## config.mk

```make
export PLATFORM = sky130hd
export DESIGN_NAME = crc8_framed_packet_receiver
export DESIGN_NICKNAME = d
export VERILOG_FILES = /design/src/rtl/core/crc8fr_pkg.sv /design/src/rtl/core/crc8_framed_packet_receiver.sv /design/src/rtl/core/crc8fr_front.sv /design/src/rtl/core/crc8fr_queue.sv /design/src/rtl/core/crc8fr_back.sv
export VERILOG_INCLUDE_DIRS = /design/src /design/src/rtl/core
export SDC_FILE = /design/constraint.sdc
export NUM_CORES = 1
export LEC_CHECK = 0
export BUFFER_PORTS_ARGS = -buffer_cell sky130_fd_sc_hd__buf_2
export CORE_MARGIN = 2
export CORE_UTILIZATION = 43
export CTS_BUF_LIST = sky130_fd_sc_hd__clkbuf_4 sky130_fd_sc_hd__clkbuf_8 sky130_fd_sc_hd__clkbuf_16
export DETAILED_ROUTE_END_ITERATION = 8
export GPL_TIMING_DRIVEN = 0
export PLACE_DENSITY_LB_ADDON = 0.05
export SLEW_MARGIN = 10
export SYNTH_ARGS = -nofsm -noshare
export SYNTH_HDL_FRONTEND = slang
export SYNTH_HIERARCHICAL = 1
export SYNTH_SLANG_ARGS = --single-unit
```

## constraint.sdc

```tcl
create_clock -name clock -period 5.1 [get_ports clock]
set_input_delay 0.255 -clock clock [delete_from_list [all_inputs] [get_ports clock]]
set_output_delay 0.255 -clock clock [all_outputs]
set_load 0.1 [all_outputs]
```

## src/rtl/core/assert_macros.svh

```systemverilog
// Assertion macros shared by the RTL.
`ifndef ASSERT_MACROS_SVH
`define ASSERT_MACROS_SVH

// same-cycle implication
`define ASSERT_IMPL(label, clk, rst, ante, cons) \
   label: assert property (@(posedge clk) disable iff (rst) (ante) |-> (cons)) \
      else $error("assertion failed");

// next-cycle implication
`define ASSERT_NEXT(label, clk, rst, ante, cons) \
   label: assert property (@(posedge clk) disable iff (rst) (ante) |=> (cons)) \
      else $error("assertion failed");

`endif

```

## src/rtl/core/crc8fr_pkg.sv

```systemverilog
package crc8fr_pkg;

   localparam logic [7:0] CRC_POLY_REFL = 8'h8C;

   typedef enum logic [1:0] {
      REG_START = 2'd0,
      REG_STOP  = 2'd1,
      REG_FILL  = 2'd2,
      REG_CHECK = 2'd3
   } reg_index_type;

   typedef struct packed {
      logic       good;
      logic [7:0] fill;
      logic [7:0] check;
   } pkt_desc_type;

   typedef struct packed {
      logic wr_en;
      logic commit;
   } front_req_type;

   typedef struct packed {
      logic rd_en;
      logic release_slot;
   } back_req_type;

   function automatic logic [7:0] crc8_update(input logic [7:0] crc, input logic [7:0] b);
      logic [7:0] c;
      c = crc ^ b;
      for (int k = 0; k < 8; k++) begin
         if (c[0]) begin
            c = (c >> 1) ^ CRC_POLY_REFL;
         end else begin
            c = c >> 1;
         end
      end
      return c;
   endfunction

endpackage

```

## src/rtl/core/crc8_framed_packet_receiver.sv

```systemverilog
// Framed packet receiver with CRC-8/Maxim check.
// Request channel: one received byte per request, taken when push is high and
// full is low. Bytes are dropped until the start byte, then DATA_BYTES data
// bytes and one check byte are stored as they come, then bytes are dropped
// until the stop byte. The front takes one byte per cycle while full is low.
// Result channel: on the stop byte the packet comes out as DATA_BYTES+1
// results, the check byte last with last set; on a CRC mismatch the data bytes
// read as the fill value and the check byte as its replacement.
// Each result goes through the registered packet memory read and the single
// output register; the next read is issued only once the current result has
// been popped.
// Two packets may wait in the memory; with both waiting, full is high until
// the older one has been read out. A stalled pop holds the current result and
// stops further reads; the front keeps taking bytes until the memory is full.
// Reset clears framing state, the packet queue and the output; registers reset
// to start 0xFF, stop 0xFE, fill 0x00, check replacement 0xA9.
// Registers over the APB port at byte addresses 0, 4, 8 and 12.
module crc8_framed_packet_receiver #(
   parameter int DATA_BYTES = 10
) (
   input  logic        clock,
   input  logic        reset,
   input  logic        push,
   output logic        full,
   input  logic [7:0]  req_rx_byte,
   output logic        empty,
   input  logic        pop,
   output logic [7:0]  rsp_out_byte,
   output logic        rsp_is_check_byte,
   output logic        rsp_crc_good,
   output logic        rsp_last,
   input  logic        psel,
   input  logic        penable,
   input  logic        pwrite,
   input  logic [3:0]  paddr,
   input  logic [31:0] pwdata,
   output logic [31:0] prdata,
   output logic        pready
);
   import crc8fr_pkg::*;

   localparam int CW = $clog2(DATA_BYTES + 1);

   logic [7:0]    start_ff, stop_ff, fill_ff, check_ff;
   logic [7:0]    rd_reg;
   logic          csr_wr;
   reg_index_type csr_idx;

   front_req_type freq;
   back_req_type  breq;
   pkt_desc_type  wr_desc, rd_desc;
   logic [CW-1:0] wr_idx, rd_idx;
   logic [7:0]    wr_data, rd_data;
   logic          q_full, q_avail;

   assign pready  = 1'b1;
   assign csr_wr  = psel && penable && pwrite;
   assign csr_idx = reg_index_type'(paddr[3:2]);

   always_comb begin
      case (csr_idx)
         REG_START: rd_reg = start_ff;
         REG_STOP:  rd_reg = stop_ff;
         REG_FILL:  rd_reg = fill_ff;
         REG_CHECK: rd_reg = check_ff;
         default:   rd_reg = 8'd0;
      endcase
   end

   assign prdata = {24'd0, rd_reg};

   always_ff @(posedge clock) begin
      if (reset) begin
         start_ff <= 8'hFF;
         stop_ff  <= 8'hFE;
         fill_ff  <= 8'h00;
         check_ff <= 8'hA9;
      end else if (csr_wr) begin
         case (csr_idx)
            REG_START: start_ff <= pwdata[7:0];
            REG_STOP:  stop_ff  <= pwdata[7:0];
            REG_FILL:  fill_ff  <= pwdata[7:0];
            REG_CHECK: check_ff <= pwdata[7:0];
            default:   start_ff <= start_ff;
         endcase
      end
   end

   crc8fr_front #(.DATA_BYTES(DATA_BYTES)) u_front (
      .clock      (clock),
      .reset      (reset),
      .push       (push),
      .full       (full),
      .rx_byte    (req_rx_byte),
      .start_byte (start_ff),
      .stop_byte  (stop_ff),
      .fill_byte  (fill_ff),
      .check_byte (check_ff),
      .q_full     (q_full),
      .freq       (freq),
      .wr_idx     (wr_idx),
      .wr_data    (wr_data),
      .desc       (wr_desc)
   );

   crc8fr_queue #(.DATA_BYTES(DATA_BYTES)) u_queue (
      .clock   (clock),
      .reset   (reset),
      .freq    (freq),
      .wr_idx  (wr_idx),
      .wr_data (wr_data),
      .wr_desc (wr_desc),
      .full    (q_full),
      .breq    (breq),
      .rd_idx  (rd_idx),
      .avail   (q_avail),
      .rd_desc (rd_desc),
      .rd_data (rd_data)
   );

   crc8fr_back #(.DATA_BYTES(DATA_BYTES)) u_back (
      .clock             (clock),
      .reset             (reset),
      .avail             (q_avail),
      .desc              (rd_desc),
      .rd_data           (rd_data),
      .breq              (breq),
      .rd_idx            (rd_idx),
      .empty             (empty),
      .pop               (pop),
      .rsp_out_byte      (rsp_out_byte),
      .rsp_is_check_byte (rsp_is_check_byte),
      .rsp_crc_good      (rsp_crc_good),
      .rsp_last          (rsp_last)
   );

endmodule

```

## src/rtl/core/crc8fr_front.sv

```systemverilog
module crc8fr_front #(
   parameter int DATA_BYTES = 10,
   localparam int CW = $clog2(DATA_BYTES + 1)
) (
   input  logic                      clock,
   input  logic                      reset,
   input  logic                      push,
   output logic                      full,
   input  logic [7:0]                rx_byte,
   input  logic [7:0]                start_byte,
   input  logic [7:0]                stop_byte,
   input  logic [7:0]                fill_byte,
   input  logic [7:0]                check_byte,
   input  logic                      q_full,
   output crc8fr_pkg::front_req_type freq,
   output logic [CW-1:0]             wr_idx,
   output logic [7:0]                wr_data,
   output crc8fr_pkg::pkt_desc_type  desc
);
   import crc8fr_pkg::*;

   localparam logic [CW-1:0] LAST = CW'(DATA_BYTES);

   typedef enum logic [1:0] {
      PH_HUNT = 2'd0,
      PH_DATA = 2'd1,
      PH_STOP = 2'd2
   } phase_type;

   phase_type     phase_ff, phase_in;
   logic [CW-1:0] cnt_ff, cnt_in;
   logic [7:0]    crc_ff, crc_in;
   logic          good_ff, good_in;
   logic          accept;

   assign full    = q_full;
   assign accept  = push && !q_full;
   assign wr_idx  = cnt_ff;
   assign wr_data = rx_byte;
   assign desc    = '{good: good_ff, fill: fill_byte, check: check_byte};

   always_comb begin
      phase_in    = phase_ff;
      cnt_in      = cnt_ff;
      crc_in      = crc_ff;
      good_in     = good_ff;
      freq.wr_en  = 1'b0;
      freq.commit = 1'b0;
      if (accept) begin
         case (phase_ff)
            PH_DATA: begin
               freq.wr_en = 1'b1;
               if (cnt_ff == LAST) begin
                  good_in  = (crc_ff == rx_byte);
                  cnt_in   = '0;
                  phase_in = PH_STOP;
               end else begin
                  crc_in = crc8_update(crc_ff, rx_byte);
                  cnt_in = cnt_ff + 1'b1;
               end
            end
            PH_STOP: begin
               if (rx_byte == stop_byte) begin
                  freq.commit = 1'b1;
                  phase_in    = PH_HUNT;
               end
            end
            default: begin
               phase_in = PH_HUNT;
               if (rx_byte == start_byte) begin
                  phase_in = PH_DATA;
                  cnt_in   = '0;
                  crc_in   = '0;
               end
            end
         endcase
      end
   end

   always_ff @(posedge clock) begin
      if (reset) begin
         phase_ff <= PH_HUNT;
         cnt_ff   <= '0;
         crc_ff   <= '0;
         good_ff  <= 1'b0;
      end else begin
         phase_ff <= phase_in;
         cnt_ff   <= cnt_in;
         crc_ff   <= crc_in;
         good_ff  <= good_in;
      end
   end

endmodule

```

## src/rtl/core/crc8fr_queue.sv

```systemverilog
`include "assert_macros.svh"

module crc8fr_queue #(
   parameter int DATA_BYTES = 10,
   localparam int CW = $clog2(DATA_BYTES + 1),
   localparam int DEPTH = 2 * (DATA_BYTES + 1),
   localparam int AW = $clog2(DEPTH)
) (
   input  logic                      clock,
   input  logic                      reset,
   input  crc8fr_pkg::front_req_type freq,
   input  logic [CW-1:0]             wr_idx,
   input  logic [7:0]                wr_data,
   input  crc8fr_pkg::pkt_desc_type  wr_desc,
   output logic                      full,
   input  crc8fr_pkg::back_req_type  breq,
   input  logic [CW-1:0]             rd_idx,
   output logic                      avail,
   output crc8fr_pkg::pkt_desc_type  rd_desc,
   output logic [7:0]                rd_data
);
   import crc8fr_pkg::*;

   localparam logic [AW-1:0] SLOT_BASE = AW'(DATA_BYTES + 1);

   logic [7:0]   mem_ff [DEPTH];
   logic [7:0]   rdata_ff;
   pkt_desc_type desc_ff [2];
   logic         wr_slot_ff, rd_slot_ff;
   logic [1:0]   count_ff, count_in;
   logic [AW-1:0] wr_addr, rd_addr;

   assign wr_addr = (wr_slot_ff ? SLOT_BASE : '0) + AW'(wr_idx);
   assign rd_addr = (rd_slot_ff ? SLOT_BASE : '0) + AW'(rd_idx);
   assign full    = (count_ff == 2'd2);
   assign avail   = (count_ff != 2'd0);
   assign rd_desc = desc_ff[rd_slot_ff];
   assign rd_data = rdata_ff;

   always_comb begin
      case ({freq.commit, breq.release_slot})
         2'b10:   count_in = count_ff + 2'd1;
         2'b01:   count_in = count_ff - 2'd1;
         default: count_in = count_ff;
      endcase
   end

   always_ff @(posedge clock) begin
      if (freq.wr_en) begin
         mem_ff[wr_addr] <= wr_data;
      end
      if (breq.rd_en) begin
         rdata_ff <= mem_ff[rd_addr];
      end
      if (freq.commit) begin
         desc_ff[wr_slot_ff] <= wr_desc;
      end
   end

   always_ff @(posedge clock) begin
      if (reset) begin
         wr_slot_ff <= 1'b0;
         rd_slot_ff <= 1'b0;
         count_ff   <= 2'd0;
      end else begin
         if (freq.commit) begin
            wr_slot_ff <= !wr_slot_ff;
         end
         if (breq.release_slot) begin
            rd_slot_ff <= !rd_slot_ff;
         end
         count_ff <= count_in;
      end
   end

   `ASSERT_IMPL(a_count_range, clock, reset, 1'b1, count_ff != 2'd3)
   `ASSERT_IMPL(a_no_commit_full, clock, reset, freq.commit, count_ff != 2'd2)
   `ASSERT_IMPL(a_no_release_empty, clock, reset, breq.release_slot, count_ff != 2'd0)

endmodule

```

## src/rtl/core/crc8fr_back.sv

```systemverilog
`include "assert_macros.svh"

module crc8fr_back #(
   parameter int DATA_BYTES = 10,
   localparam int CW = $clog2(DATA_BYTES + 1)
) (
   input  logic                     clock,
   input  logic                     reset,
   input  logic                     avail,
   input  crc8fr_pkg::pkt_desc_type desc,
   input  logic [7:0]               rd_data,
   output crc8fr_pkg::back_req_type breq,
   output logic [CW-1:0]            rd_idx,
   output logic                     empty,
   input  logic                     pop,
   output logic [7:0]               rsp_out_byte,
   output logic                     rsp_is_check_byte,
   output logic                     rsp_crc_good,
   output logic                     rsp_last
);
   import crc8fr_pkg::*;

   localparam logic [CW-1:0] LAST = CW'(DATA_BYTES);

   logic          busy_ff, pend_ff, out_valid_ff;
   logic          chk_pend_ff;
   logic [CW-1:0] idx_ff;
   pkt_desc_type  desc_ff;
   logic [7:0]    out_byte_ff, out_byte_in;
   logic          out_chk_ff, out_good_ff;
   logic          issue, start;

   assign start  = !busy_ff && avail;
   assign issue  = busy_ff && !pend_ff && !out_valid_ff;

   assign breq.rd_en        = issue;
   assign breq.release_slot = issue && (idx_ff == LAST);
   assign rd_idx            = idx_ff;

   assign empty             = !out_valid_ff;
   assign rsp_out_byte      = out_byte_ff;
   assign rsp_is_check_byte = out_chk_ff;
   assign rsp_crc_good      = out_good_ff;
   assign rsp_last          = out_chk_ff;

   always_comb begin
      if (desc_ff.good) begin
         out_byte_in = rd_data;
      end else if (chk_pend_ff) begin
         out_byte_in = desc_ff.check;
      end else begin
         out_byte_in = desc_ff.fill;
      end
   end

   always_ff @(posedge clock) begin
      if (reset) begin
         busy_ff      <= 1'b0;
         pend_ff      <= 1'b0;
         out_valid_ff <= 1'b0;
         idx_ff       <= '0;
      end else begin
         if (start) begin
            busy_ff <= 1'b1;
            idx_ff  <= '0;
         end else if (issue) begin
            if (idx_ff == LAST) begin
               busy_ff <= 1'b0;
            end
            idx_ff <= idx_ff + 1'b1;
         end
         pend_ff <= issue;
         if (pend_ff) begin
            out_valid_ff <= 1'b1;
         end else if (pop && out_valid_ff) begin
            out_valid_ff <= 1'b0;
         end
      end
   end

   always_ff @(posedge clock) begin
      if (start) begin
         desc_ff <= desc;
      end
      if (issue) begin
         chk_pend_ff <= (idx_ff == LAST);
      end
      if (pend_ff) begin
         out_byte_ff <= out_byte_in;
         out_chk_ff  <= chk_pend_ff;
         out_good_ff <= desc_ff.good;
      end
   end

   `ASSERT_NEXT(a_load_shows, clock, reset, pend_ff, !empty)

endmodule
```

=== Yosys cells after proc, flatten, opt, wreduce, memory -nomap -nowiden ===
Memories as Yosys holds them, arrays and structs flattened. A register that Yosys moved wholly into a read port is not among the register bits.
Index checks and enable logic that the tools add are counted.

* Flip-flop bits (word level): 69
* Bits in writable memories: 210
* Output and inout bits: 46
* Memories kept: 2

* $add $sub $neg: 6
* Equal/unequal tests: 16
* Multiplexer cells: 58
* Bitwise operators: 10
* Reductions and logical operators: 31

{| class="wikitable"
|+ Memories
! name !! depth !! bits a word !! rd ports !! clocked after memory_dff !! wr ports !! line !! source
|-
| u_queue.mem_ff || 22 || 8 || 1 || 1 || 1 || crc8fr_queue.sv:26 || <nowiki>logic [7:0] mem_ff [DEPTH];</nowiki>
|-
| u_queue.desc_ff || 2 || 17 || 1 || 1 || 1 || crc8fr_queue.sv:28 || <nowiki>pkt_desc_type desc_ff [2];</nowiki>
|}

{| class="wikitable"
|+ Operators with widths
! operator !! number
|-
| 8-bit two-way mux || 33
|-
| 8-bit case mux with 4 select lines || 1
|-
| 8-bit == test || 3
|-
| 2-bit NOT with 3-bit output || 8
|-
| 4-bit two-way mux || 4
|-
| 8-bit case mux with 2 select lines || 1
|-
| 1-bit two-way mux || 13
|-
| 2-bit nonzero test || 6
|-
| 5-bit by 4-bit adder with 5-bit output || 2
|-
| 2-bit == test (second input constant) || 5
|-
| 2-bit AND reduction || 5
|-
| 3-bit AND reduction || 3
|-
| 4-bit by 1-bit adder with 4-bit output (second input constant) || 2
|-
| 4-bit == test (second input constant) || 2
|-
| 1-bit logical AND || 8
|-
| 2-bit case mux with 2 select lines || 2
|-
| 4-bit case mux with 2 select lines || 1
|-
| 8-bit XOR || 1
|-
| 2-bit by 1-bit == test with 1-bit output (second input constant) || 3
|-
| 1-bit zero test || 6
|-
| 2-bit two-way mux || 3
|-
| 2-bit by 1-bit inequality test with 1-bit output (second input constant) || 2
|-
| 4-bit AND reduction || 1
|-
| 2-bit by 1-bit adder with 2-bit output (second input constant) || 1
|-
| other kinds (5) || 5
|}

=== Depth between registers and ports, before layout ===
Gate-level depths: netlist (run 1).

* Depth after elaboration: 40
* Gate-level depth with buffers: 9
* Depth with buffers taken out: 9

=== Cells and area by module ===
The synthesis (run 1) kept the hierarchy.

{| class="wikitable"
|+ Modules (own cells, without submodules)
! module !! instances !! cells an instance !! area each (um^2)
|-
| crc8fr_queue || 1 || 425 || 8,740.9
|-
| crc8_framed_packet_receiver || 1 || 163 || 1,701.6
|-
| crc8fr_back || 1 || 91 || 1,327.5
|-
| crc8fr_front || 1 || 148 || 1,312.5
|}

=== Worst setup path before layout (run 1) ===
No wires, ideal clock.

* Kind: flip-flop to flip-flop
* Start: register u_queue.wr_slot_ff
* End: memory u_queue.mem_ff[20][0], enable pin
* Data arrival time: 2.499 ns
* Slack: 2.206 ns
* Cell stages (with the launch flop): 6
* Cell sequence: dfxtp_1 > ha_1 > fa_1 > or3b_1 > buf_1 > nor4_1

* Word-level cells in the longest chain between the ends: 2

{| class="wikitable"
|+ RTL lines
! what !! line !! source
|-
| from (decl) || crc8fr_queue.sv:29 || <nowiki>logic wr_slot_ff, rd_slot_ff;</nowiki>
|-
| from (signal assigned) || crc8fr_queue.sv:67 || <nowiki>wr_slot_ff <= !wr_slot_ff;</nowiki>
|-
| 4-bit two-way mux || crc8fr_queue.sv:33 || <nowiki>assign wr_addr = (wr_slot_ff ? SLOT_BASE : '0) + AW'(wr_idx);</nowiki>
|-
| 5-bit by 4-bit adder with 5-bit output || crc8fr_queue.sv:33 ||
|-
| to (decl) || crc8fr_queue.sv:26 ||
|}

No other way between the ends.

=== Worst setup path in the final report (run 1) ===
* Start: register u_queue.rd_slot_ff
* End: register u_queue.rdata_ff[1] (netlist: u_queue/rd_data[1]) (read register of u_queue.mem_ff), data pin

* Word-level cells in the longest chain between the ends: 2

{| class="wikitable"
|+ RTL lines
! what !! line !! source
|-
| from (decl) || crc8fr_queue.sv:29 ||
|-
| from (signal assigned) || crc8fr_queue.sv:70 || <nowiki>rd_slot_ff <= !rd_slot_ff;</nowiki>
|-
| 4-bit two-way mux || crc8fr_queue.sv:34 || <nowiki>assign rd_addr = (rd_slot_ff ? SLOT_BASE : '0) + AW'(rd_idx);</nowiki>
|-
| 5-bit by 4-bit adder with 5-bit output || crc8fr_queue.sv:34 ||
|-
| to (decl) || crc8fr_queue.sv:27 || <nowiki>logic [7:0] rdata_ff;</nowiki>
|}

No other way between the ends.
A chain may end at the register's enable or synchronous reset.

==> results of run 1 <==
[state kept, by name (all words and copies together) (netlist names), 2 cells and up, named ones only]
signal	cells
check_ff	8
fill_ff	8
start_ff	8
stop_ff	8
u_back/desc_ff	17
u_back/rd_idx	4
u_back/rsp_out_byte	8
u_front/crc_ff	8
u_front/phase_ff	2
u_front/wr_idx	4
u_queue/count_ff	2
u_queue/desc_ff	34
u_queue/mem_ff	176
u_queue/rd_data	8
[through the flow]
stage	hold WS, ps	util	area, µm²
after floorplan	324	-	13200
after global routing	20.0	0.505	15100
after global placement	462	0.466	13900
after CTS	1.42	0.504	15000
after detailed placement	433	0.468	13900
final	33.5	0.505	15100
[worst max-delay path by stage]
stage / from / to / slack [ps] / cells past startpoint
4_1_cts: u_queue/rd_slot_ff / u_queue/rd_data[1] / 1490 / 9
2_1_floorplan: u_queue/wr_slot_ff / u_queue/mem_ff[20][0] / 2210 / 5
6_report: u_queue/rd_slot_ff / u_queue/rd_data[1] / 1480 / 9
3_3_place_gp: u_queue/rd_slot_ff / u_queue/rd_data[1] / 1630 / 9
5_1_grt: u_queue/rd_slot_ff / u_queue/rd_data[4] / 1410 / 9
3_5_place_dp: u_queue/rd_slot_ff / u_queue/rd_data[1] / 1510 / 9
[kinds of logic (layout without fill, tap and decap cells)]
kind of cell               after synthesis  count (layout)  synth area share
DFF                                    305             305             0.655
and+or+nand+nor                        166             166            0.0676
muxes                                  130             130             0.147
buffers and inverters                  100             206            0.0477
AOI/OAI and AO/OA                       66              66            0.0339
xor gates and xnor gates                43              43            0.0328
adders and majority gates               15              15            0.0155
other                                    2              25          0.000574
[cells in the final DEF (no fill, tap or decap), types with 17 or more instances in the layout]
master and n:
nor2_1 52, xnor2_1 20, nand2_1 25, buf_4 56
mux4_2 48, xor2_1 17, buf_2 52, nand2b_1 25
clkbuf_16 34, conb_1 25, dfxtp_1 59, edfxtp_1 246
mux2i_1 65, mux2_2 17
[power groups by stage]
stage	Combinational (mW)	Sequential [mW]	Clock [mW]
5_1_grt	0.281	2.68	2.53
2_1_floorplan	0.213	2.73	0
3_5_place_dp	0.267	2.74	0
3_3_place_gp	0.262	2.74	0
4_1_cts	0.267	2.68	2.43
6_report	0.267	2.68	2.37
[tightest hold or removal path, stage by stage]
cell and delay [ps]:
buf_2 110, nand2b_1 60, mux2i_1 60
[per-layer routing]
metal  part of all wire  vias up
met3              0.049       33
met4              0.018        0
met5                  0        -
li1                   -     3260
met1               0.47     3547
met2               0.47      174
[area by class of cell]
cell class	instances	area (µm²)
multi-input combinational	445	4030
fill	2511	14700
clock inverter	14	160
tap	390	488
timing repair buffer	48	255
sequential	305	8570
buffer	83	561
inverter	17	63.8
clock buffer	44	932
==> reports/results.ini, run 1 <==
[hold_path]
min_to=fill_ff[5]
hold-path-cell-count=3
min-delay-path-class=in -> reg
hold_start=pwdata[5]

[logic_synthesis]
synth_area_um2=13100
syn_inst=827
synth_edf_count=246
yosysSeqAreaShare=0.655
synthFlopType=edfxtp_1
synth_common_cells=edfxtp_1, mux2i_1, dfxtp_1
synthArstFlopShare=0
yosys_warnings=6
yosysUniqueCellTypes=60
synth_most_common_cell=edfxtp_1
synth_top_area_cell=edfxtp_1
synthTopCellsByArea=edfxtp_1, dfxtp_1, mux4_2
synth.ff_latch_count=305
post-synth-top-area-fraction=0.565
avgSynthCellArea_um2=15.8

[die]
coreArea_um2=29800
die-width_um=178
initial_core_util=0.439
die_h_um=178
ioPinCount=97
fp-row-count=63
dieArea_um2=31800

[timing]
setup_violations=0
worst_pin_slew_ps=861
report.final.slew_viol_count=0
setup_tns_ps=0
fin_skew_ps=10.9
fmax_mhz=277
hold_viol_final=0
min_period_over_period=0.709
rsz0062_at_grt=false
timing.final.crit_period_ps=3620
setup_ws_ps=1480
slew_headroom=0.424

[global_route]
antenna_found_initial=0
gr-max-usage-layer=met2
grt_max_degree=23
grt_usage=0.180
grt_pass1_vias=7204
gr-usage-met2=0.285
grt_util_met3=0.0315
use_met1=0.257
grt_pass1_wl_um=42400
grt-ovfl-total=0

[critical_path]
crit_required_ps=5290
cp-start-kind=flop
regToRegSetupSlack_ps=1480
path_cells=ha_1, inv_1, fa_1, xnor2_1, buf_6, buf_6, mux4_2, mux2i_1, o221ai_1
arrival_ps=3810
crit_type=reg -> reg
crit_buf_inv=3
critPathSlowestCell=mux4_2
critPathCaptureType=flop
crit_family=multiplexers
path_common_cell=buf_6
slowest_delay_ps=520
rr_startpoint=u_queue/rd_slot_ff
r2r-end=u_queue/rd_data[1]
critPathMaxFanout=10
ff2ff_path_depth=9

[cts]
cts_buffer_depth=3
htreeDepth=2
cts-resized-gates=0
cts_sinks=305
cts.reportedPaths.clkPinSlew_ps=60
post_cts_buffers=0
cts_tree=done
cts_root_buffer=clkbuf_16
cts-buffers-inserted=34
clk_latency_ps=510
postCtsHoldBufs=0

[place]
dpl.cell_count=1288
gp_congestion=0.855
dpl.hpwl_um=19100
place_ws_ps=1510
portBuffers=45

[power_and_ir_drop]
seqPwrFrac=0.505
p_comb_frac=0.050
p_total_mw=5.32
power.density_nw_per_um2=353
power.share.clock=0.445
p_leak_nw=5.30
p_sw_mw=1.13
power.internal_mw=4.19
p_sw_frac=0.212
ir_drop_mv=0.182

[layout]
diodes=0
drive_above_1_share=0.275
layout-area-overhead-vs-synth_pct=15.1
nNetsFinal=1000
final-instance-count-excl-fill=1346

[detailed_routing]
ant_nets=0
wl_per_cell_um=20.4
routed_via_density=5.21
first_iter_violations=539
drc=0
first_pass_iters=5
finalWirelength_um=27500
num_vias=7014

[job]
maxCapViolCount=0

[outcome]
status=finished clean

No activity file was read; power rests on OpenSTA's default activity.
==> inputs of run 2 (changes only) <==
==> constraint.sdc (replaced) <==
create_clock -name clock -period 3.8 [get_ports clock]
set_input_delay 0.19 -clock clock [delete_from_list [all_inputs] [get_ports clock]]
set_output_delay 0.19 -clock clock [all_outputs]
set_load 0.1 [all_outputs]
==> run 2 against run 1 <==
  * Worst hold slack better by 17 ps
  * Die area unchanged
  * Clock-buffer cell count unchanged
  * Register-to-register slack worse by 1200 ps
  * Via count up 0.96%
  * Total power up 34%
  * Critical path type unchanged
  * Critical endpoint unchanged
  * Largest power group unchanged
==> reports/results.ini, run 2 (synthesized netlist as in run 1, its figures left out) <==
[detailed_routing]
first_pass_iters=5  ; unchanged
met2_length_um=12800  ; -0.52%
num_vias=7081  ; +0.96%
finalWirelength_um=27600  ; +0.29%
route.met3.wl_um=1430  ; +5.0%
drc=0  ; unchanged
met1_length_um=12800  ; +0.19%
top_layer=met4
ant_nets=0  ; unchanged
first_iter_violations=481  ; -11%
routed_via_density=5.23  ; +0.36%
wl_per_cell_um=20.4  ; -0.30%

[timing]
hold_viol_final=0  ; unchanged
setup_violations=0  ; unchanged
holdWs_ps=50.6  ; +17.0 ps
fmax_mhz=281  ; +1.5%
slew_headroom=0.447  ; +0.0229
setup_tns_ps=0  ; unchanged
worst_pin_slew_ps=827  ; -34.2 ps
min_period_over_period=0.938  ; +0.229
report.final.slew_viol_count=0  ; unchanged
timing.final.crit_period_ps=3560  ; -52.5 ps
rsz0062_at_grt=false
fin_skew_ps=10.8  ; -0.0344 ps

[global_route]
grt-ovfl-total=0  ; unchanged
grt_usage=0.181  ; +0.000604
grt_pass1_vias=7240  ; +0.50%
antenna_found_initial=0  ; unchanged
grt_pass1_wl_um=42600  ; +0.34%
grt_max_degree=23  ; unchanged

[cts]
clk_latency_ps=510  ; about the same
cts-buffers-inserted=34  ; unchanged
cts_tree=done
post_cts_buffers=0  ; unchanged
htreeDepth=2  ; unchanged
cts_sinks=305  ; unchanged
cts_buffer_depth=3  ; unchanged
cts_root_buffer=clkbuf_16
cts.reportedPaths.clkPinSlew_ps=60  ; about the same

[hold_path]
min_to=fill_ff[2]
hold_start=pwdata[2]
min-delay-path-class=in -> reg
hold-path-cell-count=3  ; unchanged

[layout]
top_register=u_queue/mem_ff
drive_above_1_share=0.273  ; -0.00228
nNetsFinal=1008  ; +0.80%
final-instance-count-excl-fill=1354  ; +0.59%
largest_reg_flops=176  ; unchanged
diodes=0  ; unchanged
reg.largest.list=u_queue/mem_ff: 176 flops, u_queue/desc_ff: 34 flops, u_back/desc_ff: 17 flops
layout.area.seq_um2=8570  ; unchanged
layout_commonest_cell=edfxtp_1
layout-area-overhead-vs-synth_pct=15.7
fillers=2502  ; -0.36%
final_cell_mix=edfxtp_1, mux2i_1, dfxtp_1
multiInputGateArea_um2=4030  ; unchanged

[outcome]
status=finished clean

[die]
fp-row-count=63  ; unchanged
initial_core_util=0.439  ; unchanged
ioPinCount=97  ; unchanged
die-width_um=178  ; unchanged
coreArea_um2=29800  ; unchanged
dieArea_um2=31800  ; unchanged
die_h_um=178  ; unchanged

[critical_path]
ff2ff_path_depth=9  ; unchanged
crit_required_ps=4000  ; -1290 ps
rr_startpoint=u_queue/rd_slot_ff
critPathMaxFanout=10  ; unchanged
crit_type=reg -> reg
critPathCaptureType=flop
r2r-end=u_queue/rd_data[1]
cp-start-kind=flop
regToRegSetupSlack_ps=240  ; -1250 ps
arrival_ps=3760  ; -50 ps

[power_and_ir_drop]
power.density_nw_per_um2=472  ; +34%
p_leak_nw=5.34  ; +0.63%
p_total_mw=7.15  ; +34%
ir_drop_mv=0.245  ; +35%

[place]
dpl.hpwl_um=19100  ; unchanged
portBuffers=45  ; unchanged
dpl.cell_count=1288  ; unchanged
gp_congestion=0.855  ; unchanged

[job]
maxCapViolCount=0  ; unchanged

[run 2: worst max-delay path by stage]
stage                                  start  cells after the start  slack (ps)                    end
final                     u_queue/rd_slot_ff                      9         240     u_queue/rd_data[1]
after global routing      u_queue/rd_slot_ff                      9         110     u_queue/rd_data[4]
after CTS                 u_queue/rd_slot_ff                      9         190     u_queue/rd_data[1]
after detailed placement  u_queue/rd_slot_ff                      9         210     u_queue/rd_data[1]
after global placement    u_queue/rd_slot_ff                      9         330     u_queue/rd_data[1]
after floorplan           u_queue/wr_slot_ff                      5         910  u_queue/mem_ff[20][0]
[run 2: final cells by class]
type                            count  share of cell area
Sequential cell                   305               0.566
Multi-Input combinational cell    445               0.266
Clock buffer                       44              0.0616
Buffer                             83              0.0370
Tap cell                          390              0.0322
Timing Repair Buffer               56              0.0221
Clock inverter                     14              0.0106
Inverter                           17             0.00421
[run 2: through the flow]
stage / util / setup WS, ps / cell area (µm²)
floorplan: - / 906 / 13200
global placement: 0.466 / 327 / 13900
detailed placement: 0.468 / 208 / 13900
CTS: 0.507 / 187 / 15100
global route: 0.508 / 114 / 15100
finish: 0.508 / 237 / 15100
[run 2: routing by layer]
layer,track usage,up-vias
li1,-,3281
met1,0.258,3564
met2,0.286,195
met3,0.0315,41
met4,0.0501,0
met5,0,-
[run 2: power by group]
part	total [mW]	internal (mW)	switching (mW)
combinational	0.364	0.0948	0.269
clock	3.18	1.94	1.24
sequential	3.60	3.60	0.00549
[run 2: what timing repair did]
item	4_1_cts	5_1_grt
hold buffers	8	0
resized for setup	0	0
hold endpoints to repair	15	0
[run 2: worst max-delay path, stage by stage, from the launching register on]
cell and delay (ps):
dfxtp_1 450, ha_1 220, inv_1 60, fa_1 400
xnor2_1 420, buf_6 270, buf_6 220, mux4_2 520
mux2i_1 400, o221ai_1 280
